File: config.mk
export PLATFORM = sky130hd
export DESIGN_NAME = fbw_cmd_fifo
export DESIGN_NICKNAME = d
export VERILOG_FILES = /design/src/rtl/core/fbw_pkg.sv /design/src/rtl/core/fbw_cmd_fifo.sv
export SDC_FILE = /design/constraint.sdc
export NUM_CORES = 1
export LEC_CHECK = 0
export BUFFER_PORTS_ARGS = -buffer_cell sky130_fd_sc_hd__buf_2
export CAP_MARGIN = 30
export CORE_MARGIN = 2
export CORE_UTILIZATION = 30
export CTS_BUF_LIST = sky130_fd_sc_hd__clkbuf_8 sky130_fd_sc_hd__clkbuf_16
export CTS_CLUSTER_DIAMETER = 150
export DETAILED_ROUTE_END_ITERATION = 8
export PLACE_DENSITY_LB_ADDON = 0.25
export SYNTH_ARGS = -nofsm -noshare
export SYNTH_HDL_FRONTEND = slang
export SYNTH_SLANG_ARGS = --single-unit
export TNS_END_PERCENT = 10
File: constraint.sdc
create_clock -name clk -period 3.7 [get_ports clk]
set_clock_uncertainty 0.1 [all_clocks]
set_input_delay 0.37 -clock clk [delete_from_list [all_inputs] [get_ports clk]]
set_output_delay 0.37 -clock clk [all_outputs]
set_load 0.01 [all_outputs]
File: src/rtl/core/fbw_pkg.sv
// ----------------------------------------------------------------------------
// fbw_pkg: shared types and constants of the windowed frame-buffer writer
// Holds the channel word layouts, operation and status codes, register
// indexes and the command word that passes from the front end to the back end.
// ----------------------------------------------------------------------------
package fbw_pkg;

  // Operation codes of an input word.
  localparam logic [2:0] OP_SET_WINDOW  = 3'd0;
  localparam logic [2:0] OP_WRITE_PIXEL = 3'd1;
  localparam logic [2:0] OP_DRAW_PIXEL  = 3'd2;
  localparam logic [2:0] OP_CLEAR       = 3'd3;
  localparam logic [2:0] OP_READ_BYTE   = 3'd4;

  // Pixel formats.
  localparam logic [1:0] MODE_1BIT  = 2'd0;
  localparam logic [1:0] MODE_8BIT  = 2'd1;
  localparam logic [1:0] MODE_16BIT = 2'd2;

  // Result status codes.
  localparam logic [1:0] ST_DONE      = 2'd0;
  localparam logic [1:0] ST_OFFSCREEN = 2'd1;
  localparam logic [1:0] ST_BEYOND    = 2'd2;

  // Configuration register indexes and reset values.
  localparam logic [1:0] CFG_DEPTH_MODE = 2'd0;
  localparam logic [1:0] CFG_X_LIMIT    = 2'd1;
  localparam logic [1:0] CFG_Y_LIMIT    = 2'd2;

  localparam logic [1:0] DEPTH_MODE_RST = MODE_16BIT;
  localparam logic [7:0] X_LIMIT_RST    = 8'd95;
  localparam logic [7:0] Y_LIMIT_RST    = 8'd63;

  // Command kinds carried through the queue.
  localparam logic [2:0] CMD_STATUS = 3'd0;
  localparam logic [2:0] CMD_WR8    = 3'd1;
  localparam logic [2:0] CMD_WR16   = 3'd2;
  localparam logic [2:0] CMD_BIT    = 3'd3;
  localparam logic [2:0] CMD_READ   = 3'd4;
  localparam logic [2:0] CMD_CLEAR  = 3'd5;

  // Byte addresses in commands are wide enough for the largest buffer.
  localparam int PTR_W = 16;

  // Command queue depth; a power of two so that the pointers wrap freely.
  localparam int QUEUE_DEPTH = 2;

  typedef struct packed {
    logic [2:0]  operation;
    logic [7:0]  pixel_x;
    logic [7:0]  pixel_y;
    logic [7:0]  col_end;
    logic [7:0]  row_end;
    logic [15:0] pixel_color;
    logic [13:0] byte_address;
  } in_word_t;

  typedef struct packed {
    logic [7:0] read_data;
    logic [1:0] status;
  } out_word_t;

  typedef struct packed {
    logic [1:0] index;
    logic [7:0] value;
  } cfg_word_t;

  typedef struct packed {
    logic [1:0] depth_mode;
    logic [7:0] x_limit;
    logic [7:0] y_limit;
  } cfg_regs_t;

  typedef struct packed {
    logic [2:0]       kind;
    logic [PTR_W-1:0] addr;
    logic [15:0]      data;
    logic [2:0]       bit_sel;
    logic [1:0]       status;
  } cmd_t;

endpackage

File: src/rtl/core/fbw_cmd_fifo.sv
// ----------------------------------------------------------------------------
// fbw_cmd_fifo: command queue
// Short queue of commands between the front end and the back end.
// ----------------------------------------------------------------------------
module fbw_cmd_fifo
  import fbw_pkg::*;
(
  input  logic clk,
  input  logic rst_n,
  input  logic push,
  input  cmd_t push_cmd,
  output logic full,
  input  logic pop,
  output cmd_t head,
  output logic empty
);

  localparam int PTR_BITS = $clog2(QUEUE_DEPTH);
  localparam int CNT_BITS = $clog2(QUEUE_DEPTH + 1);

  cmd_t                mem_r [QUEUE_DEPTH];
  logic [PTR_BITS-1:0] wr_ptr_r, wr_ptr_nxt;
  logic [PTR_BITS-1:0] rd_ptr_r, rd_ptr_nxt;
  logic [CNT_BITS-1:0] count_r, count_nxt;

  assign full  = (count_r == CNT_BITS'(QUEUE_DEPTH));
  assign empty = (count_r == '0);
  assign head  = mem_r[rd_ptr_r];

  always_comb begin
    wr_ptr_nxt = push ? (wr_ptr_r + PTR_BITS'(1)) : wr_ptr_r;
    rd_ptr_nxt = pop ? (rd_ptr_r + PTR_BITS'(1)) : rd_ptr_r;
    count_nxt  = count_r;
    if (push && !pop) begin
      count_nxt = count_r + CNT_BITS'(1);
    end else if (pop && !push) begin
      count_nxt = count_r - CNT_BITS'(1);
    end
  end

  always_ff @(posedge clk) begin
    if (!rst_n) begin
      wr_ptr_r <= '0;
      rd_ptr_r <= '0;
      count_r  <= '0;
    end else begin
      wr_ptr_r <= wr_ptr_nxt;
      rd_ptr_r <= rd_ptr_nxt;
      count_r  <= count_nxt;
    end
  end

  always_ff @(posedge clk) begin
    if (push) begin
      mem_r[wr_ptr_r] <= push_cmd;
    end
  end

`ifndef SYNTH
  a_no_overflow: assert property (@(posedge clk) disable iff (!rst_n)
    !(push && full && !pop))
    else $error("command pushed into a full queue");
`endif

endmodule

; ---- After elaboration in Yosys (flattened, before gate mapping)
; Memory sizes are Yosys's and may differ from the RTL's. A register that Yosys moved wholly into a read port is not among the register bits.
; Index checks and enable logic that the tools add are counted.
[classes]
add_sub_neg = 4
multipliers = 0
div_mod_pow = 0
magnitude_cmp = 0
n_eq_ne = 1
shift = 0
muxes = 6
n_bitwise = 0
n_reduce_logical = 6
[ops]
columns = operator, count
row1 = 2-to-1 mux 1 bit, 4
row2 = 2-to-1 mux 2 bit, 2
row3 = "adder 1 bit, second input constant", 2
row4 = "adder 2 x 1 -> 2 bit, second input constant", 1
row5 = "equality test 2 bit, second input constant", 1
row6 = logical AND 1 bit, 2
row7 = zero test 1 bit, 2
row8 = zero test 2 bit, 1
row9 = nonzero test 2 bit, 1
row10 = "subtractor 2 x 1 -> 2 bit, second input constant", 1
[word_totals]
ff_bits = 4
latchBits = 0
ram_bits = 80
mem_bits_ro = 0
input_bits = 44
out_inout_bits = 42
wordCells = 21
memories = 1
[mem_list]
columns = name, words, word_bits, rd, rd_ports_with_merged_regs, write_ports, line_no
row1 = mem_r, 2, 40, 1, 1, 1, fbw_cmd_fifo.sv:21  ; cmd_t mem_r [QUEUE_DEPTH];

; ---- Longest topological paths before layout
[depth]
depth_word = 4
depth_mapped = 5
mapped_depth_nobuf = 5

; ---- Worst setup path after synthesis
; No wires, ideal clock.
[synth_path]
kind = input -> register
start = input port push
end = memory mem_r[0][0] in the netlist's numbering (enable)
setup_time_ns = 0.443
arrival_time_ns = 2.190
required_time_ns = 3.157
slack_ns = 0.966
path_stages = 1
n_path_buf = 0
cell_sequence = nor2b_1
[synth_between]
elab_chain_len = 2
[synth_rtl]
columns = item, line_no
row1 = from (decl), fbw_cmd_fifo.sv:10  ; input logic push,
row2 = 2-to-1 mux 1 bit, fbw_cmd_fifo.sv:54  ; if (push) begin
row3 = 2-to-1 mux 1 bit (implied by the code), fbw_cmd_fifo.sv:55  ; mem_r[wr_ptr_r] <= push_cmd;
row4 = to (decl), fbw_cmd_fifo.sv:21
; Every way passes these cells.

==> results by group <==
Status
  – Status: finished, final reports clean

Drt
  – Vias: 1612
  – Routed Antenna Nets: 0
  – DRT Wirelength: 5440 um
  – Vias per inst: 4.22
  – DRC: 0
  – Drt pass-1 iters: 4
  – Drt wl/cell: 14.2 um
  – Initial DRC count: 45

Hold path
  – WHS Path Cells: 1
  – Tightest Hold Check Type: in -> reg

Synthesis
  – Number of synthesized flops with an enable pin: 80
  – Mapped Area: 3090 sq um
  – Synth unique cells: 16
  – Most used DFF post-synth: edfxtp_1
  – Yosys top cell area share: 0.777
  – Syn nets: 191
  – Post-synth ARST share: 0
  – Most numerous cell in the Yosys netlist: edfxtp_1
  – Yosys warning total: 0
  – Commonest cells post-synth: edfxtp_1, mux2_2, dfxtp_1
  – Cell taking the most area after synthesis: edfxtp_1
  – Post-synthesis cell count: 146
  – Synthesis-stage register bit count: 85
  – Synth area leaders: edfxtp_1, mux2_2, dfxtp_1
  – Syn Area/Cell: 21.2 sq um
  – Seq/Total Area, Yosys: 0.809

Clock tree
  – Max Buffers Root-to-Sink: 2
  – Clock slew at reported path FFs: 0.08 ns
  – CTS Root Cell: clkbuf_8
  – CTS Buf Count: 9
  – Hold_buf cts: 0
  – Post-CTS setup repair buffer count: 0
  – CTS sink count: 85
  – # H-tree levels: 3
  – CTS tree: built
  – Post-CTS Resized: 0
  – Clk_lat worst skew: 0.34 ns

GRT
  – M2 GR Usage: 0.158
  – Largest net degree at the start of global routing: 30
  – Gr busiest metal: met2
  – Antenna violations before repair: 1
  – Met3 global-route usage: 0.0421
  – GRT Util Overall: 0.104
  – Vias in the first global route: 1667
  – Total global routing overflow: 0
  – Met1 GRT Util: 0.127
  – Global-route wire length before repair: 8510 um

Floorplan
  – Die width: 106 um
  – Rows: 37
  – DIE AREA: 11100 sq um
  – Total core area: 10200 sq um
  – Initial Util: 0.304
  – Ports: 86
  – Die Y: 106 um

Critical path
  – Crit Reg-Reg Startpoint: wr_ptr_r
  – CP Capture Type: primary output
  – CP max FO: 27
  – Arrival time worst endpoint: 1.70 ns
  – CP Launch Type: flop
  – Critical Path End: head[9]
  – CP peak stage delay: 0.58 ns
  – RR Endpoint: mem_r[0][7]
  – R2R cell count: 2
  – FF-to-FF setup slack: 2.06 ns
  – Slowest CP cell: dfxtp_2
  – WS Path Type: reg -> out
  – CP required: 3.23 ns
  – Crit path cell chain: buf_12, mux2_2, buf_2

Cells and area
  – Diode count: 0
  – Area Growth Syn to Fin: 26.9%
  – Design Area, Final: 3920 sq um
  – FILL cells: 1005
  – # nets final: 286
  – Share of cells above drive strength 1: 0.589
  – Final Util: 0.385

STA
  – Pins Over Slew Limit: 0
  – Slew @ Worst Pin: 0.576 ns
  – Worst hold slack: 0.105 ns
  – Setup_tns: 0 ns
  – Final Setup Violations: 0
  – Max_slew headroom: 0.616
  – Tmin final: 2.17 ns
  – Period utilisation layout: 0.587
  – RSZ-0062 raised after global routing: no
  – Final hold violation count: 0
  – Fmax: 461 MHz

Place
  – Post-Place Cell Area: 3730 sq um
  – Dpl hpwl: 3650 um
  – PortBufs: 85
  – RD Place Congestion: 0.642

Pwr
  – Overall Power: 1.97 mW
  – Total leakage power: 1.46 nW
  – Peak supply drop: 0.000262 V
  – PwrDens: 502 nW/um^2

Job
  – Max Cap Violations: 0
[worst min path at each step]
stage / endpoint / start
2_1_floorplan: count_r[1] / count_r[1]
3_3_place_gp: count_r[1] / count_r[1]
3_5_place_dp: count_r[1] / count_r[1]
4_1_cts: mem_r[0][5] / push_cmd[5]
5_1_grt: mem_r[0][5] / push_cmd[5]
6_report: mem_r[0][17] / push_cmd[17]
[cell usage in the layout (no fill, tap or decap)]
cell type and n:
clkbuf_8 9, nor2_1 1, and2b_2 1, buf_4 1
a21boi_1 1, o21a_1 1, and2_2 1, clkinv_1 2
mux2_2 40, inv_6 1, o21ai_0 1, nor2b_4 1
buf_2 85, dfxtp_1 4, ha_1 1, xor2_1 2
and2_1 3, or3_1 1, buf_16 1, clkinv_4 1
nor2b_1 1, edfxtp_1 80, buf_12 1, bufinv_16 1
xnor2_1 1, inv_1 2, dfxtp_2 1, clkinvlp_4 1
[registers in the layout (all words and copies together) (netlist names), named ones only]
register / flops
count_r: 2
mem_r: 80
rd_ptr_r: 1
wr_ptr_r: 1
[layout make-up]
class / instances / area [sq um] / area share
inverters: 1 / 3.75 / 0.000957
well taps: 136 / 170 / 0.0434
flip-flops and latches: 85 / 2500 / 0.638
clock inverters: 7 / 66.3 / 0.0169
repair buffers: 88 / 480 / 0.122
multi-input cells: 56 / 574 / 0.146
clock buffers: 9 / 124 / 0.0316
[cells by family (layout without fill, tap and decap cells)]
family / count (synthesis) / after routing / synth area share
xor+xnor: 3 / 3 / 0.00850
flops: 85 / 85 / 0.809
compound gates: 3 / 3 / 0.00648
simple gates: 9 / 9 / 0.0182
mux: 40 / 40 / 0.146
fa+ha+maj: 1 / 1 / 0.00405
buf+inv: 5 / 105 / 0.00769
[worst max-delay path: cells and delay by family, from the launching register on]
family / cells / cell delay (ns)
DFF: 1 / 0.58
buffers and inverters: 2 / 0.39
muxes: 1 / 0.36
[report_power, final]
group	switching (mW)	internal [mW]	leakage [nW]
logic	0.107	0.112	0.573
clock network	0.314	0.308	0.0961
registers	0.0196	1.11	0.793
total	0.441	1.53	1.46
[through the flow]
step	instances	setup WS, ns
6_report	382	1.53
5_1_grt	382	1.42
4_1_cts	382	1.47
3_5_place_dp	366	1.82
3_3_place_gp	364	1.60
2_1_floorplan	146	0.966
[per-layer routing]
metal | share of wire | vias to the layer above
met1 | 0.44 | 786
met2 | 0.48 | 54
met3 | 0.064 | 12
li1 | - | 758
met5 | 0.0024 | -
met4 | 0.019 | 2
(Power assumes the default switching activity.)
